$ cat src/rtl/cslex_pkg.sv
package cslex_pkg;

  // Defaults for the top-level parameters
  localparam int POSITION_BITS_DEF = 16;
  localparam int LENGTH_BITS_DEF   = 8;
  localparam int QUEUE_DEPTH_DEF   = 4;

  // Fixed field widths
  localparam int CHAR_W = 8;
  localparam int KIND_W = 4;
  localparam int SYM_W  = 4;
  localparam int NUM_W  = 31;

  localparam logic [NUM_W-1:0] NUM_MAX = '1;

  // Token kinds
  localparam logic [KIND_W-1:0] KIND_SYMBOL = 4'd0;
  localparam logic [KIND_W-1:0] KIND_NUMBER = 4'd1;
  localparam logic [KIND_W-1:0] KIND_IDENT  = 4'd2;
  localparam logic [KIND_W-1:0] KIND_RETURN = 4'd3;
  localparam logic [KIND_W-1:0] KIND_IF     = 4'd4;
  localparam logic [KIND_W-1:0] KIND_ELSE   = 4'd5;
  localparam logic [KIND_W-1:0] KIND_WHILE  = 4'd6;
  localparam logic [KIND_W-1:0] KIND_FOR    = 4'd7;
  localparam logic [KIND_W-1:0] KIND_END    = 4'd8;
  localparam logic [KIND_W-1:0] KIND_ERROR  = 4'd9;

  // Symbol codes
  localparam logic [SYM_W-1:0] SYM_EQ     = 4'd0;
  localparam logic [SYM_W-1:0] SYM_NE     = 4'd1;
  localparam logic [SYM_W-1:0] SYM_LE     = 4'd2;
  localparam logic [SYM_W-1:0] SYM_GE     = 4'd3;
  localparam logic [SYM_W-1:0] SYM_LT     = 4'd4;
  localparam logic [SYM_W-1:0] SYM_GT     = 4'd5;
  localparam logic [SYM_W-1:0] SYM_PLUS   = 4'd6;
  localparam logic [SYM_W-1:0] SYM_MINUS  = 4'd7;
  localparam logic [SYM_W-1:0] SYM_STAR   = 4'd8;
  localparam logic [SYM_W-1:0] SYM_SLASH  = 4'd9;
  localparam logic [SYM_W-1:0] SYM_LPAREN = 4'd10;
  localparam logic [SYM_W-1:0] SYM_RPAREN = 4'd11;
  localparam logic [SYM_W-1:0] SYM_SEMI   = 4'd12;
  localparam logic [SYM_W-1:0] SYM_ASSIGN = 4'd13;
  localparam logic [SYM_W-1:0] SYM_LBRACE = 4'd14;
  localparam logic [SYM_W-1:0] SYM_RBRACE = 4'd15;

  // Queue status seen by front and back
  typedef struct packed {
    logic empty;
    logic full;
  } q_stat_t;

endpackage

$ cat src/rtl/cslex_front.sv
module cslex_front import cslex_pkg::*; #(
  parameter int POSITION_BITS = POSITION_BITS_DEF,
  parameter int LENGTH_BITS   = LENGTH_BITS_DEF,
  localparam int TOK_W = KIND_W + SYM_W + NUM_W + POSITION_BITS + LENGTH_BITS
) (
  input  logic              clk,
  input  logic              rst_n,
  input  logic              in_valid,
  input  logic              in_ready,
  input  logic [CHAR_W-1:0] char_code,
  input  logic              end_of_text,
  output logic              push,
  output logic [TOK_W-1:0]  push_tok0,
  output logic [TOK_W-1:0]  push_tok1,
  output logic              push_two
);

  typedef enum logic [1:0] {MODE_IDLE, MODE_IDENT, MODE_NUMBER, MODE_OPER} mode_t;
  typedef enum logic [1:0] {OP_LT, OP_GT, OP_ASSIGN, OP_BANG} oper_t;

  localparam int KW_COUNT = 5;
  localparam logic [7:0] KW_TEXT [KW_COUNT][8] = '{
    '{"r", "e", "t", "u", "r", "n", 8'd0, 8'd0},
    '{"i", "f", 8'd0, 8'd0, 8'd0, 8'd0, 8'd0, 8'd0},
    '{"e", "l", "s", "e", 8'd0, 8'd0, 8'd0, 8'd0},
    '{"w", "h", "i", "l", "e", 8'd0, 8'd0, 8'd0},
    '{"f", "o", "r", 8'd0, 8'd0, 8'd0, 8'd0, 8'd0}
  };
  localparam logic [2:0] KW_LEN [KW_COUNT] = '{3'd6, 3'd2, 3'd4, 3'd5, 3'd3};

  localparam logic [LENGTH_BITS-1:0] LEN_MAX = '1;
  localparam logic [LENGTH_BITS-1:0] LEN_ONE = LENGTH_BITS'(1);
  localparam logic [LENGTH_BITS-1:0] LEN_TWO = LENGTH_BITS'(2);
  localparam logic [NUM_W-1:0]       NUM_ZERO = '0;
  localparam logic [SYM_W-1:0]       SYM_NONE = '0;

  function automatic logic is_letter(input logic [7:0] c);
    return (c >= "a" && c <= "z") || (c >= "A" && c <= "Z");
  endfunction

  function automatic logic is_digit(input logic [7:0] c);
    return c >= "0" && c <= "9";
  endfunction

  function automatic logic is_space(input logic [7:0] c);
    return c == " " || (c >= 8'd9 && c <= 8'd13);
  endfunction

  mode_t                    mode_r, mode_nxt;
  oper_t                    oper_r, oper_nxt;
  logic [NUM_W-1:0]         acc_r, acc_nxt;
  logic [POSITION_BITS-1:0] start_r, start_nxt;
  logic [LENGTH_BITS-1:0]   len_r, len_nxt;
  logic [KW_COUNT-1:0]      cand_r, cand_nxt;
  logic [POSITION_BITS-1:0] pos_r, pos_nxt;

  logic                     accept;
  logic [7:0]               c;
  logic                     fl_valid, st_valid, cont;
  logic [TOK_W-1:0]         fl_tok, st_tok, pair_tok, end_tok;
  logic                     a_valid, b_valid;
  logic [TOK_W-1:0]         a_tok, b_tok;
  logic [KIND_W-1:0]        id_kind;
  logic [SYM_W-1:0]         pair_sym;
  logic [NUM_W+3:0]         acc_mul;
  logic [LENGTH_BITS-1:0]   len_grow;

  assign accept = in_valid & in_ready;
  assign c      = char_code;

  always_comb begin
    // keyword check at flush time: lengths are distinct, so at most one hits
    id_kind = KIND_IDENT;
    for (int k = 0; k < KW_COUNT; k++) begin
      if (cand_r[k] && len_r == LENGTH_BITS'(KW_LEN[k])) begin
        id_kind = KIND_RETURN + KIND_W'(k);
      end
    end

    fl_valid = (mode_r != MODE_IDLE);
    unique case (mode_r)
      MODE_IDENT:  fl_tok = {len_r, start_r, NUM_ZERO, SYM_NONE, id_kind};
      MODE_NUMBER: fl_tok = {len_r, start_r, acc_r, SYM_NONE, KIND_NUMBER};
      MODE_OPER: begin
        unique case (oper_r)
          OP_LT:     fl_tok = {LEN_ONE, start_r, NUM_ZERO, SYM_LT, KIND_SYMBOL};
          OP_GT:     fl_tok = {LEN_ONE, start_r, NUM_ZERO, SYM_GT, KIND_SYMBOL};
          OP_ASSIGN: fl_tok = {LEN_ONE, start_r, NUM_ZERO, SYM_ASSIGN, KIND_SYMBOL};
          default:   fl_tok = {LEN_ONE, start_r, NUM_ZERO, SYM_NONE, KIND_ERROR};
        endcase
      end
      default:     fl_tok = '0;
    endcase

    unique case (oper_r)
      OP_LT:     pair_sym = SYM_LE;
      OP_GT:     pair_sym = SYM_GE;
      OP_ASSIGN: pair_sym = SYM_EQ;
      default:   pair_sym = SYM_NE;
    endcase
    pair_tok = {LEN_TWO, start_r, NUM_ZERO, pair_sym, KIND_SYMBOL};
    end_tok  = {{LENGTH_BITS{1'b0}}, pos_r, NUM_ZERO, SYM_NONE, KIND_END};

    // a non-space character that opens no multi-character token gives a token now
    st_valid = 1'b1;
    st_tok   = {LEN_ONE, pos_r, NUM_ZERO, SYM_NONE, KIND_ERROR};
    if (is_space(c) || is_letter(c) || is_digit(c) ||
        c == "<" || c == ">" || c == "=" || c == "!") begin
      st_valid = 1'b0;
    end else begin
      case (c)
        "+":     st_tok = {LEN_ONE, pos_r, NUM_ZERO, SYM_PLUS, KIND_SYMBOL};
        "-":     st_tok = {LEN_ONE, pos_r, NUM_ZERO, SYM_MINUS, KIND_SYMBOL};
        "*":     st_tok = {LEN_ONE, pos_r, NUM_ZERO, SYM_STAR, KIND_SYMBOL};
        "/":     st_tok = {LEN_ONE, pos_r, NUM_ZERO, SYM_SLASH, KIND_SYMBOL};
        "(":     st_tok = {LEN_ONE, pos_r, NUM_ZERO, SYM_LPAREN, KIND_SYMBOL};
        ")":     st_tok = {LEN_ONE, pos_r, NUM_ZERO, SYM_RPAREN, KIND_SYMBOL};
        ";":     st_tok = {LEN_ONE, pos_r, NUM_ZERO, SYM_SEMI, KIND_SYMBOL};
        "{":     st_tok = {LEN_ONE, pos_r, NUM_ZERO, SYM_LBRACE, KIND_SYMBOL};
        "}":     st_tok = {LEN_ONE, pos_r, NUM_ZERO, SYM_RBRACE, KIND_SYMBOL};
        default: st_tok = {LEN_ONE, pos_r, NUM_ZERO, SYM_NONE, KIND_ERROR};
      endcase
    end

    cont = (mode_r == MODE_IDENT && (is_letter(c) || is_digit(c) || c == "_")) ||
           (mode_r == MODE_NUMBER && is_digit(c)) ||
           (mode_r == MODE_OPER && c == "=");

    // acc * 10 + digit as shift-add, then saturate
    acc_mul = ({4'b0, acc_r} << 3) + ({4'b0, acc_r} << 1) + (NUM_W + 4)'(c[3:0]);
    len_grow = (len_r != LEN_MAX) ? len_r + LEN_ONE : len_r;

    // up to two tokens per character, in order a then b
    if (end_of_text) begin
      a_valid = fl_valid;
      a_tok   = fl_tok;
      b_valid = 1'b1;
      b_tok   = end_tok;
    end else if (cont) begin
      a_valid = (mode_r == MODE_OPER);
      a_tok   = pair_tok;
      b_valid = 1'b0;
      b_tok   = st_tok;
    end else begin
      a_valid = fl_valid;
      a_tok   = fl_tok;
      b_valid = st_valid;
      b_tok   = st_tok;
    end

    push      = accept & (a_valid | b_valid);
    push_tok0 = a_valid ? a_tok : b_tok;
    push_tok1 = b_tok;
    push_two  = a_valid & b_valid;

    mode_nxt  = mode_r;
    oper_nxt  = oper_r;
    acc_nxt   = acc_r;
    start_nxt = start_r;
    len_nxt   = len_r;
    cand_nxt  = cand_r;
    pos_nxt   = pos_r + POSITION_BITS'(1);

    if (end_of_text) begin
      mode_nxt  = MODE_IDLE;
      oper_nxt  = OP_LT;
      acc_nxt   = '0;
      start_nxt = '0;
      len_nxt   = '0;
      cand_nxt  = '1;
      pos_nxt   = '0;
    end else if (cont) begin
      unique case (mode_r)
        MODE_IDENT: begin
          for (int k = 0; k < KW_COUNT; k++) begin
            cand_nxt[k] = cand_r[k] & (len_r < LENGTH_BITS'(KW_LEN[k])) &
                          (c == KW_TEXT[k][len_r[2:0]]);
          end
          len_nxt = len_grow;
        end
        MODE_NUMBER: begin
          acc_nxt = (acc_mul > {4'b0, NUM_MAX}) ? NUM_MAX : acc_mul[NUM_W-1:0];
          len_nxt = len_grow;
        end
        default: mode_nxt = MODE_IDLE;
      endcase
    end else begin
      if (fl_valid) begin
        mode_nxt = MODE_IDLE;
        cand_nxt = '1;
        acc_nxt  = '0;
      end
      if (!is_space(c)) begin
        start_nxt = pos_r;
        len_nxt   = LEN_ONE;
        if (c == "<" || c == ">" || c == "=" || c == "!") begin
          mode_nxt = MODE_OPER;
          oper_nxt = (c == "<") ? OP_LT : (c == ">") ? OP_GT :
                     (c == "=") ? OP_ASSIGN : OP_BANG;
        end else if (is_letter(c)) begin
          mode_nxt = MODE_IDENT;
          for (int k = 0; k < KW_COUNT; k++) begin
            cand_nxt[k] = (c == KW_TEXT[k][0]);
          end
        end else if (is_digit(c)) begin
          mode_nxt = MODE_NUMBER;
          acc_nxt  = NUM_W'(c[3:0]);
        end
      end
    end
  end

  always_ff @(posedge clk) begin
    if (!rst_n) begin
      mode_r  <= MODE_IDLE;
      oper_r  <= OP_LT;
      acc_r   <= '0;
      start_r <= '0;
      len_r   <= '0;
      cand_r  <= '1;
      pos_r   <= '0;
    end else if (accept) begin
      mode_r  <= mode_nxt;
      oper_r  <= oper_nxt;
      acc_r   <= acc_nxt;
      start_r <= start_nxt;
      len_r   <= len_nxt;
      cand_r  <= cand_nxt;
      pos_r   <= pos_nxt;
    end
  end

endmodule

$ cat src/rtl/cslex_queue.sv
module cslex_queue import cslex_pkg::*; #(
  parameter int DW    = 8,
  parameter int DEPTH = QUEUE_DEPTH_DEF
) (
  input  logic          clk,
  input  logic          rst_n,
  input  logic          push,
  input  logic [DW-1:0] push_data,
  input  logic          pop,
  output logic [DW-1:0] head_data,
  output q_stat_t       stat
);

  localparam int PW = (DEPTH > 1) ? $clog2(DEPTH) : 1;
  localparam int CW = $clog2(DEPTH + 1);
  localparam logic [PW-1:0] PTR_LAST = PW'(DEPTH - 1);
  localparam logic [CW-1:0] CNT_FULL = CW'(DEPTH);

  logic [DW-1:0] mem [DEPTH];
  logic [PW-1:0] wr_r, wr_nxt, rd_r, rd_nxt;
  logic [CW-1:0] cnt_r, cnt_nxt;

  always_comb begin
    wr_nxt  = (wr_r == PTR_LAST) ? '0 : wr_r + PW'(1);
    rd_nxt  = (rd_r == PTR_LAST) ? '0 : rd_r + PW'(1);
    cnt_nxt = cnt_r + CW'(push) - CW'(pop);
  end

  assign stat.empty = (cnt_r == '0);
  assign stat.full  = (cnt_r == CNT_FULL);
  assign head_data  = mem[rd_r];

  always_ff @(posedge clk) begin
    if (push) begin
      mem[wr_r] <= push_data;
    end
  end

  always_ff @(posedge clk) begin
    if (!rst_n) begin
      wr_r  <= '0;
      rd_r  <= '0;
      cnt_r <= '0;
    end else begin
      if (push) wr_r <= wr_nxt;
      if (pop)  rd_r <= rd_nxt;
      cnt_r <= cnt_nxt;
    end
  end

endmodule

$ cat src/rtl/cslex_back.sv
module cslex_back import cslex_pkg::*; #(
  parameter int TOK_W = 8
) (
  input  logic             clk,
  input  logic             rst_n,
  input  q_stat_t          q_stat,
  input  logic [TOK_W-1:0] head_tok0,
  input  logic [TOK_W-1:0] head_tok1,
  input  logic             head_two,
  output logic             pop,
  input  logic             out_ready,
  output logic             out_valid,
  output logic [TOK_W-1:0] out_tok,
  output logic             out_last
);

  logic             valid_r, valid_nxt;
  logic             sub_r, sub_nxt;
  logic [TOK_W-1:0] tok_r, tok_nxt;
  logic             last_r, last_nxt;
  logic             load;

  // take the next token when the output register is free or being drained
  assign load = ~q_stat.empty & (~valid_r | out_ready);

  always_comb begin
    valid_nxt = valid_r & ~out_ready;
    sub_nxt   = sub_r;
    tok_nxt   = tok_r;
    last_nxt  = last_r;
    pop       = 1'b0;
    if (load) begin
      valid_nxt = 1'b1;
      if (head_two && !sub_r) begin
        tok_nxt  = head_tok0;
        last_nxt = 1'b0;
        sub_nxt  = 1'b1;
      end else begin
        tok_nxt  = sub_r ? head_tok1 : head_tok0;
        last_nxt = 1'b1;
        sub_nxt  = 1'b0;
        pop      = 1'b1;
      end
    end
  end

  always_ff @(posedge clk) begin
    if (!rst_n) begin
      valid_r <= 1'b0;
      sub_r   <= 1'b0;
    end else begin
      valid_r <= valid_nxt;
      sub_r   <= sub_nxt;
    end
    tok_r  <= tok_nxt;
    last_r <= last_nxt;
  end

  assign out_valid = valid_r;
  assign out_tok   = tok_r;
  assign out_last  = last_r;

endmodule

$ cat src/rtl/c_subset_lexer_unit.sv
// Path: a character's tokens go through the token queue into the output register.
// Throughput: one character request per cycle while the queue has room; one token
// per cycle on the output while out_tready is high, so two tokens leave in turn.
// The token queue (QUEUE_DEPTH entries) absorbs those bursts.
// Reset: rst_n synchronous, active low; clears lexer state, text offset,
// queue pointers and the output valid.
module c_subset_lexer_unit import cslex_pkg::*; #(
  parameter int POSITION_BITS = POSITION_BITS_DEF,
  parameter int LENGTH_BITS   = LENGTH_BITS_DEF,
  parameter int QUEUE_DEPTH   = QUEUE_DEPTH_DEF
) (
  input  logic              clk,
  input  logic              rst_n,
  // character requests
  input  logic              in_tvalid,
  output logic              in_tready,
  input  logic [7:0]        in_tdata,   // [7:0] char_code
  input  logic              in_tlast,   // end_of_text
  // token results
  output logic              out_tvalid,
  input  logic              out_tready,
  // from bit 0: symbol_code(4), number_value(31), ident_start(POSITION_BITS),
  // ident_length(LENGTH_BITS), zero fill to whole bytes
  output logic [((SYM_W + NUM_W + POSITION_BITS + LENGTH_BITS + 7) / 8) * 8 - 1:0]
                            out_tdata,
  output logic [3:0]        out_tuser,  // token_kind
  output logic              out_tlast   // last_of_run
);

  localparam int TOK_W  = KIND_W + SYM_W + NUM_W + POSITION_BITS + LENGTH_BITS;
  localparam int OUT_DW = ((SYM_W + NUM_W + POSITION_BITS + LENGTH_BITS + 7) / 8) * 8;
  // queue entry: {two, tok1, tok0}
  localparam int ENT_W  = 2 * TOK_W + 1;

  // Token layout inside the design, low bits first:
  // kind, symbol, number, start, length. The top bits map straight to tdata.

  q_stat_t          q_stat;
  logic             push, push_two, pop;
  logic [TOK_W-1:0] push_tok0, push_tok1;
  logic [ENT_W-1:0] head;
  logic [TOK_W-1:0] out_tok;

  // Front never stalls on its own: a character is taken whenever the queue has room.
  assign in_tready = ~q_stat.full;

  // Front: classifies each character, keeps the lexer state and
  // builds the zero, one or two tokens it causes in the same cycle.
  cslex_front #(
    .POSITION_BITS (POSITION_BITS),
    .LENGTH_BITS   (LENGTH_BITS)
  ) u_front (
    .clk         (clk),
    .rst_n       (rst_n),
    .in_valid    (in_tvalid),
    .in_ready    (in_tready),
    .char_code   (in_tdata),
    .end_of_text (in_tlast),
    .push        (push),
    .push_tok0   (push_tok0),
    .push_tok1   (push_tok1),
    .push_two    (push_two)
  );

  // Short queue of per-character token groups decouples the two sides.
  cslex_queue #(
    .DW    (ENT_W),
    .DEPTH (QUEUE_DEPTH)
  ) u_queue (
    .clk       (clk),
    .rst_n     (rst_n),
    .push      (push),
    .push_data ({push_two, push_tok1, push_tok0}),
    .pop       (pop),
    .head_data (head),
    .stat      (q_stat)
  );

  // Back: splits a group into single tokens and holds the output register;
  // tlast goes on the last token of a group.
  cslex_back #(
    .TOK_W (TOK_W)
  ) u_back (
    .clk       (clk),
    .rst_n     (rst_n),
    .q_stat    (q_stat),
    .head_tok0 (head[TOK_W-1:0]),
    .head_tok1 (head[2*TOK_W-1:TOK_W]),
    .head_two  (head[ENT_W-1]),
    .pop       (pop),
    .out_ready (out_tready),
    .out_valid (out_tvalid),
    .out_tok   (out_tok),
    .out_last  (out_tlast)
  );

  assign out_tuser = out_tok[KIND_W-1:0];
  assign out_tdata = OUT_DW'(out_tok[TOK_W-1:KIND_W]);

endmodule

$ cat config.mk
export PLATFORM = sky130hd
export DESIGN_NAME = c_subset_lexer_unit
export DESIGN_NICKNAME = d
export VERILOG_FILES = /design/src/rtl/cslex_pkg.sv /design/src/rtl/cslex_front.sv /design/src/rtl/cslex_queue.sv /design/src/rtl/cslex_back.sv /design/src/rtl/c_subset_lexer_unit.sv
export SDC_FILE = /design/constraint.sdc
export NUM_CORES = 1
export LEC_CHECK = 0
export BUFFER_PORTS_ARGS = -buffer_cell sky130_fd_sc_hd__buf_2
export CORE_ASPECT_RATIO = 2
export CORE_MARGIN = 1.5
export CORE_UTILIZATION = 47
export CTS_BUF_LIST = sky130_fd_sc_hd__clkbuf_16
export CTS_CLUSTER_DIAMETER = 120
export DETAILED_ROUTE_END_ITERATION = 6
export GPL_TIMING_DRIVEN = 0
export PLACE_DENSITY = 0.74
export SLEW_MARGIN = 20
export SYNTH_ARGS = -nofsm -noshare
export SYNTH_HDL_FRONTEND = slang
export SYNTH_SLANG_ARGS = --single-unit
$ cat constraint.sdc
create_clock -name clk -period 5.8 [get_ports clk]
set_clock_uncertainty 0.05 [all_clocks]
set_input_delay 0.87 -clock clk [delete_from_list [all_inputs] [get_ports clk]]
set_output_delay 0.87 -clock clk [all_outputs]
set_load 0.005 [all_outputs]
**Word-level counts from Yosys, hierarchy flattened**

Memories as Yosys holds them, arrays and structs flattened. A register that Yosys moved wholly into a read port is not among the register bits.
Index checks and enable logic that the tools add are counted.

- Output and inout bits: 71
- RAM bits: 480
- Word-level logic and storage cells: 233
- Memories kept: 6
- Flip-flop bits (word level): 153
- ROM bits: 320

- Add/subtract/negate cells: 8
- $lt $le $gt $ge: 15
- Equality and inequality tests: 47
- Muxes and demuxes: 81
- Bitwise operators: 22
- Reductions and logical operators: 40

Memory list:

| memory | words | width | read ports | clocked after Yosys merged registers in | write ports | RTL line | RTL |
|---|---|---|---|---|---|---|---|
| u_queue.mem | 4 | 120 | 1 | 1 | 1 | cslex_queue.sv:19 | `logic [DW-1:0] mem [DEPTH];` |
| (no name shown) | 8 | 8 | 1 | 0 | 0 | cslex_front.sv:177 | `(c == KW_TEXT[k][len_r[2:0]]);` |
| (no name shown) | 8 | 8 | 1 | 0 | 0 | cslex_front.sv:177 |  |
| (no name shown) | 8 | 8 | 1 | 0 | 0 | cslex_front.sv:177 |  |
| (no name shown) | 8 | 8 | 1 | 0 | 0 | cslex_front.sv:177 |  |
| (no name shown) | 8 | 8 | 1 | 0 | 0 | cslex_front.sv:177 |  |

Operator list:

| cell | number |
|---|---|
| $mux 63 | 5 |
| $mux 31 | 9 |
| $pmux 63 s3 | 1 |
| $mux 8 | 16 |
| $eq 8x6->1 const B | 12 |
| $pmux 8 s9 | 1 |
| $eq 8x7->1 const B | 8 |
| $mux 16 | 4 |
| $mux 56 | 1 |
| $eq 8x8->1 | 5 |
| $mux 2 | 18 |
| $add 34x32->35 | 1 |
| $add 35x4->35 | 1 |
| $gt 35x31->1 const B | 1 |
| $mux 5 | 7 |
| $eq 8x3->1 const B | 3 |
| $lt 8x3->1 const B | 3 |
| $pmux 8 s3 | 1 |
| $add 16x1->16 const B | 1 |
| $eq 8x2->1 const B | 2 |
| $ge 8x7->1 const B | 2 |
| $le 8x7->1 const B | 2 |
| $lt 8x2->1 const B | 2 |
| $mux 4 | 4 |
| 32 further kinds | 103 |

**Longest topological paths before layout**

Gate-level depths: netlist of the first run.

- Depth in word-level cells: 16
- Depth in mapped cells: 16
- Mapped depth without buffers: 13

**Hierarchy**

A second synthesis of the first run with hierarchy kept.

- Cells, all modules: 1,915
- Area total of the unflattened synthesis: 29,520.8 um2

Modules (own cells, without submodules):

| module | area each (um2) | instances | cells each | seq. area each (um2) |
|---|---|---|---|---|
| cslex_queue | 18,748.0 | 1 | 707 | 15,434.8 |
| cslex_front | 7,746.2 | 1 | 1,055 | 1,601.5 |
| cslex_back | 2,981.6 | 1 | 146 | 1,961.9 |
| c_subset_lexer_unit | 45.0 | 1 | 7 | 0.0 |

**Worst setup path before layout of the first run**

No wires, ideal clock.

- Path kind: in2reg
- Start point: input port in_tdata[4]
- End point: memory u_queue.mem[0][0] in the netlist's numbering, enable pin
- Arrival time: 4,724 ps
- Path slack: 571 ps
- Stages on the path: 8
- Cell sequence: or4_4 > o221ai_4 > o41ai_2 > a2bb2oi_4 > and2_1 > a31oi_1 > a21oi_4 > and2_1

- Word-level cells in the longest chain between the ends: 16
- Elaborated cells between the ends (all ways): 42

RTL lines:

| item | RTL line | RTL |
|---|---|---|
| start, declared | c_subset_lexer_unit.sv:17 | `input logic [7:0] in_tdata,` |
| $ge 8x4->1 (tied with other cells) | cslex_front.sv:46 | `return c == " " \|\| (c >= 8'd9 && c <= 8'd13);` |
| $logic_and 1x1->1 (on tied branches) | cslex_front.sv:46, cslex_front.sv:38 |  |
| $logic_or 1x1->1 (on tied branches) | cslex_front.sv:46, cslex_front.sv:38 |  |
| $logic_or 1x1->1 (3 in a row) | cslex_front.sv:107 | `if (is_space(c) \|\| is_letter(c) \|\| is_digit(c) \|\|` |
| $logic_or 1x1->1 (3 in a row) | cslex_front.sv:108 | `c == "<" \|\| c == ">" \|\| c == "=" \|\| c == "!") begin` |
| $mux 1 | cslex_front.sv:107 |  |
| $mux 1 | cslex_front.sv:139 | `end else if (cont) begin` |
| $mux 1 | cslex_front.sv:134 | `if (end_of_text) begin` |
| $or 1x1->1 * | cslex_front.sv:151 | `push = accept & (a_valid \| b_valid);` |
| $and 1x1->1 * | cslex_front.sv:151 |  |
| named net push | c_subset_lexer_unit.sv:39 | `logic push, push_two, pop;` |
| $mux 1 * | cslex_queue.sv:34 | `if (push) begin` |
| $mux 1 (not written as such) * | cslex_queue.sv:35 | `mem[wr_r] <= push_data;` |
| end, declared | cslex_queue.sv:19 |  |

Mark *: on every way through the listed nets, which the timed path passes. The rest lies on a longest branch.

**Final worst setup path of the first run**

- Start point: input port in_tdata[3]
- End point: register u_front.acc_r[16]

- Word-level cells in the longest chain between the ends: 10
- Elaborated cells between the ends (all ways): 42

RTL lines:

| item | RTL line | RTL |
|---|---|---|
| parallel branches: the longest is 10 deep, another holds $add 35x4->35 | - |  |
| end signal, assigned | cslex_front.sv:225 | `acc_r <= acc_nxt;` |
| end, declared | cslex_front.sv:51 | `logic [NUM_W-1:0] acc_r, acc_nxt;` |

Several ways; the timed one is not identified. The select of a mux whose other input is x is not followed.
A chain may end at the register's enable or synchronous reset.

==> results of run 1 <==
[power breakdown]
part | leakage, uW | internal (uW) | switching [uW]
Combinational | 0.00393 | 986 | 1320
Clock | 0.000680 | 1630 | 1330
Sequential | 0.00442 | 4560 | 165
[worst max-delay path: stages]
cell	delay [ps]
buf_2	110
buf_2	250
clkinv_1	410
fa_1	650
fa_1	470
nor2b_1	170
o2111ai_1	180
a21oi_2	300
a2111oi_1	240
nor4_1	480
a211oi_2	130
a211oi_4	400
buf_2	340
nand3_1	120
a32o_1	220
[layout make-up]
| class | instances | share of cell area [%] |
|---|---|---|
| plain buffers | 108 | 1.82 |
| clock buffers | 41 | 3.91 |
| clock inverters | 32 | 1.45 |
| inverters | 41 | 0.596 |
| multi-input cells | 1100 | 32.7 |
| flip-flops and latches | 503 | 54.1 |
| well taps | 643 | 3.07 |
| repair buffers | 85 | 2.37 |
[stage by stage]
step	hold slack (ps)	total power, uW	instance area (um2)	setup slack (ps)
global route	441	10400	26200	671
finish	419	9990	26200	862
global placement	400	7050	24600	-1880
floorplan	390	6200	23400	571
CTS	420	10100	26200	952
detailed placement	410	7140	24800	378
[layout by cell type (no fill, tap or decap), drive strengths merged, types with 58 or more instances in the layout]
cell,count
a21oi,76
ha,84
clkbuf,106
nand3,58
nor2,74
edfxtp,412
nand2,195
dfxtp,91
and2,62
mux4,87
buf,128
o21ai,67
[synthesized netlist by cell type, types with 23 or more instances]
master,instances,area [um2]
nand4_1,33,206
nand3_1,58,290
nor2_1,73,274
mux4_2,87,1960
inv_1,40,150
xnor2_1,28,245
ha_1,84,1050
o21ai_0,61,305
nor3_1,25,125
clkbuf_1,63,236
dfxtp_1,91,1820
a21oi_1,72,360
edfxtp_1,412,12400
and3_1,43,269
xor2_1,23,201
nand2_1,194,728
and2_1,61,382
a21boi_0,24,180
[cells by family (layout without fill, tap and decap cells)]
family | Yosys count | after routing | synth area share, %
buffers and inverters | 149 | 307 | 2.69
multiplexers | 96 | 96 | 8.78
flip-flops | 503 | 503 | 60.8
other | 1 | 5 | 0.0161
XOR/XNOR | 51 | 51 | 1.91
AND/OR/NAND/NOR | 553 | 553 | 11.8
AO/OA/AOI/OAI | 308 | 308 | 9.31
adder cells (fa/ha/maj) | 87 | 87 | 4.76
[state kept, by name, summed over array words and instances (netlist names), 2 cells and up, named ones only]
signal / count
u_front.cand_r: 5
u_front.pos_r: 16
u_front.start_r: 16
u_front.oper_r: 2
u_front.acc_r: 31
u_queue.wr_r: 2
u_front.mode_r: 2
u_queue.rd_r: 2
u_queue.cnt_r: 3
u_front.len_r: 8
u_queue.mem: 348
u_back.out_tok: 63
[metal layers]
metal	global-route usage [%]	vias to the layer above	routed length, um
met3	3.44	239	2700
met5	0	-	0
met2	49.8	559	36400
li1	-	6911	-
met1	23.2	7586	20000
met4	20.0	0	5530
[final timing paths]
| path | from | to | slack, ps |
|---|---|---|---|
| setup / recovery | in_tdata[3] | u_front.acc_r[16] | 860 |
| hold / removal | u_front.start_r[9] | u_front.start_r[9] | 420 |
| setup reg to reg | u_front.mode_r[1] | u_queue.mem[3][30] | 1390 |
| hold reg to reg | u_front.start_r[9] | u_front.start_r[9] | 420 |
==> impl_metrics.env, run 1 <==
export IMPL_grt_pass1_wl_mm=96.6
export IMPL_finalHoldViolCount=0
export IMPL_syn_instance_count=1748
export IMPL_worst_pin_slew_ps=1160
export IMPL_dieArea_mm2=0.0511
export IMPL_place_congestion=0.979
export IMPL_min_path_type="reg2reg"
export IMPL_cts_resized_gates=0
export IMPL_postRouteAntennaNets=0
export IMPL_cts_num_sinks=503
export IMPL_drc=0
export IMPL_finalMaxSlewViolations=0
export IMPL_reg2reg_depth=13
export IMPL_root_buffer="clkbuf_16"
export IMPL_path_clk_slew_ps=70
export IMPL_min_period_over_period_pct=85.1
export IMPL_drt_iter0_markers=1152
export IMPL_finalNonFillerCells=2553
export IMPL_vias=15300
export IMPL_critical_path_class="in2reg"
export IMPL_area_growth_pct=12.3
export IMPL_worstSkewPairLatency_ps=580
export IMPL_rows=115
export IMPL_overflow=0
export IMPL_cts_hold_buf=0
export IMPL_rsz0062_at_grt="no"
export IMPL_grt_pass1_vias=16300
export IMPL_multi_input_area_mm2=0.00857
export IMPL_irDropWorstVdd_mv=0.240
export IMPL_grt_max_degree=49
export IMPL_routed_via_density=5.99
export IMPL_antenna_found_initial=0
export IMPL_maxCapViolations=0
export IMPL_synth_warnings=0
export IMPL_fmax_ghz=0.203
export IMPL_critical_path_required_ps=6220
export IMPL_synth_top_flop_cell="edfxtp_1"
export IMPL_area_sequential_mm2=0.0142
export IMPL_finalSetupTns_ps=0
export IMPL_diodes=0
export IMPL_p_leak_uw=0.00903
export IMPL_routed_wirelength_mm=64.6
export IMPL_wl_per_cell_um=25.3
export IMPL_max_slew_margin_pct=22.7
export IMPL_cts_setup_buffers=0
export IMPL_cts_made_buffers=40
export IMPL_place_port_buffers=76
export IMPL_arrival_ps=5360
export IMPL_finish_utilization_pct=53.5
export IMPL_yosys_register_bits=503
export IMPL_io_pins=84
export IMPL_ys_seq_area_share_pct=60.8
export IMPL_outcome="finished, final reports clean"
export IMPL_cts_tree="yes"
export IMPL_drive_gt1_share_pct=15.8
export IMPL_dp_hpwl_mm=47.0
export IMPL_startpoint_type="primary input"
export IMPL_end_kind="register"
export IMPL_hold_depth=2
export IMPL_post_route_min_period_ps=4940
export IMPL_cts_max_level=2
export IMPL_die_h_um=318
export IMPL_start_util_pct=47.6
export IMPL_die_w_um=161
export IMPL_synth_edf_count=412
export IMPL_clk_path_buf_depth=3
export IMPL_fillers=4042
export IMPL_core_area_mm2=0.0491
export IMPL_nets=1979
export IMPL_grtUsageTotal_pct=25.6
export IMPL_avgSynthCellArea_um2=13.4
export IMPL_drtPass1Iterations=5
export IMPL_setup_violations=0
export IMPL_async_reset_ff_share_pct=0
export IMPL_p_per_area_mw_per_mm2=381
export IMPL_synthDistinctLibCells=92
export IMPL_synthesis_area_mm2=0.0234
export IMPL_worstPathMaxFanout=10
export IMPL_place_inst=2480
Power figures use the tool's default switching activity.
==> inputs of run 2 (changes only) <==
--- a/config.mk
+++ b/config.mk
@@ -8,10 +8,12 @@
 export BUFFER_PORTS_ARGS = -buffer_cell sky130_fd_sc_hd__buf_2
+export CELL_PAD_IN_SITES_DETAIL_PLACEMENT = 0
+export CELL_PAD_IN_SITES_GLOBAL_PLACEMENT = 2
 export CORE_ASPECT_RATIO = 2
 export CORE_MARGIN = 1.5
-export CORE_UTILIZATION = 47
+export CORE_UTILIZATION = 45
 export CTS_BUF_LIST = sky130_fd_sc_hd__clkbuf_16
-export CTS_CLUSTER_DIAMETER = 120
+export CTS_CLUSTER_DIAMETER = 150
 export DETAILED_ROUTE_END_ITERATION = 6
 export GPL_TIMING_DRIVEN = 0
-export PLACE_DENSITY = 0.74
+export PLACE_DENSITY = 0.91
 export SLEW_MARGIN = 20
==> constraint.sdc (replaced) <==
create_clock -name clk -period 5.8 [get_ports clk]
set_clock_uncertainty 0.05 [all_clocks]
set_input_delay 1.16 -clock clk [delete_from_list [all_inputs] [get_ports clk]]
set_output_delay 1.16 -clock clk [all_outputs]
set_load 0.005 [all_outputs]
==> impl_metrics.env, run 2 (synthesized netlist as in run 1, its figures left out) <==
export IMPL_outcome="finished, final reports clean"
export IMPL_grt_pass1_vias=15600
export IMPL_routed_via_density=5.86
export IMPL_min_period_over_period_pct=95.3
export IMPL_met3_usage_pct=2.14
export IMPL_slowest_delay_ps=720
export IMPL_post_route_min_period_ps=5530
export IMPL_grt_max_degree=46
export IMPL_drive_gt1_share_pct=15.4
export IMPL_setup_violations=0
export IMPL_antenna_found_initial=0
export IMPL_max_slew_margin_pct=24.0
export IMPL_dp_slack_ps=-177
export IMPL_diodes=0
export IMPL_end_kind="register"
export IMPL_area_sequential_mm2=0.0142
export IMPL_worstSkewPairLatency_ps=570
export IMPL_drc=0
export IMPL_cts_tree="yes"
export IMPL_final_cell_mix="412 x edfxtp_1, 194 x nand2_1, 96 x buf_2"
export IMPL_nets=1978
export IMPL_place_congestion=0.935
export IMPL_wl_per_cell_um=23.7
export IMPL_postRouteAntennaNets=0
export IMPL_p_per_area_mw_per_mm2=378
export IMPL_area_growth_pct=12.0
export IMPL_cpMostUsedCell="buf_2"
export IMPL_clk_path_buf_depth=3
export IMPL_worstPathMaxFanout=10
export IMPL_drt_iter0_markers=1440
export IMPL_dp_hpwl_mm=44.6
export IMPL_arrival_ps=5940
export IMPL_use_met1_pct=23.6
export IMPL_fin_ws_ps=273
export IMPL_io_pins=84
export IMPL_place_port_buffers=76
export IMPL_fillers=4342
export IMPL_core_area_mm2=0.0511
export IMPL_rsz0062_at_grt="no"
export IMPL_top_register="u_queue.mem"
export IMPL_multi_input_area_mm2=0.00857
export IMPL_finalMaxSlewViolations=0
export IMPL_cts_hold_buf=0
export IMPL_p_leak_uw=0.00904
export IMPL_whs_ps=414
export IMPL_startpoint_type="primary input"
export IMPL_irDropWorstVdd_mv=0.214
export IMPL_routed_wirelength_mm=60.6
export IMPL_drtPass1Iterations=5
export IMPL_critical_path_required_ps=6210
export IMPL_cts_setup_buffers=0
export IMPL_cts_max_level=2
export IMPL_root_buffer="clkbuf_16"
export IMPL_finalHoldViolCount=0
export IMPL_cts_num_sinks=503
export IMPL_cts_resized_gates=0
export IMPL_path_cells="buf_2 -> buf_2 -> clkinv_1 -> fa_1 -> inv_1 -> ha_1 -> a21oi_1 -> nor2_1 -> o21ai_0 -> a31oi_1 -> o21a_1 -> o311ai_1 -> o21a_1 -> clkbuf_2 -> buf_2 -> nand4_1 -> a31o_1"
export IMPL_cts_made_buffers=41
export IMPL_dieArea_mm2=0.0534
export IMPL_maxCapViolations=0
export IMPL_min_path_type="reg2reg"
export IMPL_start_util_pct=45.7
export IMPL_path_clk_slew_ps=70
export IMPL_busiest_layer="met2"
export IMPL_layout_commonest_cell="edfxtp_1"
export IMPL_grtUsageMet2_pct=44.8
export IMPL_rows=117
export IMPL_grtUsageTotal_pct=23.1
export IMPL_worst_pin_slew_ps=1140
export IMPL_critical_path_class="in2reg"
export IMPL_fmax_ghz=0.181
export IMPL_vias=15000
export IMPL_cpMaxStageDelayCell="fa_1"
export IMPL_finalSetupTns_ps=0
export IMPL_grt_pass1_wl_mm=91.4
export IMPL_die_w_um=164
export IMPL_die_h_um=325
export IMPL_largest_reg_flops=348
export IMPL_overflow=0
-- run 2: cell types whose count changed in the layout (fill, tap and decap cells not counted), moves of 2 or more --
cell and change:
buf_16 -4, clkinv_2 +2, clkinv_4 -2, clkinvlp_4 -3, inv_1 +7
-- run 2: power breakdown --
group	internal (uW)	switching, uW
combinational	962	1260
clock	1640	1290
sequential	4560	174
total	7160	2720
-- run 2: worst max-delay path, delay by kind of cell --
kind	cells	cell delay [ps]
and+or+nand+nor	2	350
adders and majority gates	2	1010
buffers and inverters	6	1260
AOI/OAI and AO/OA	7	2150
-- run 2: cell type report --
class,instances,share of cell area (%)
flip-flops and latches,503,54.3
multi-input cells,1100,32.8
clock buffers,42,4.02
well taps,654,3.13
repair buffers,83,2.05
plain buffers,108,1.82
clock inverters,33,1.33
inverters,41,0.598
-- run 2: worst paths after layout --
path / startpoint / end / slack, ps / cells after the start
max: in_tdata[3] / u_front.acc_r[11] / 270 / 17
max reg2reg: u_front.acc_r[2] / u_front.acc_r[11] / 1170 / 15
min reg2reg: u_front.start_r[2] / u_front.start_r[2] / 410 / 2
min: u_front.start_r[2] / u_front.start_r[2] / 410 / 2
-- run 2: stage by stage --
stage	area (um2)	total power [uW]	cells	utilization (%)
finish	26100	9890	2564	51.2
global route	26100	10300	2564	51.2
CTS	26100	9990	2564	51.2
detailed placement	24700	7080	2489	48.4
global placement	24600	7030	2482	48.1
floorplan	23400	6200	1752	-
-- run 2: routing by layer --
metal  routed length, um  part of all wire (%)  vias up
met5                   0                     0        -
met4                3360                   5.5        0
met3                2210                   3.6      147
met2               34300                    57      450
met1               20800                    34     7534
li1                    -                     -     6905
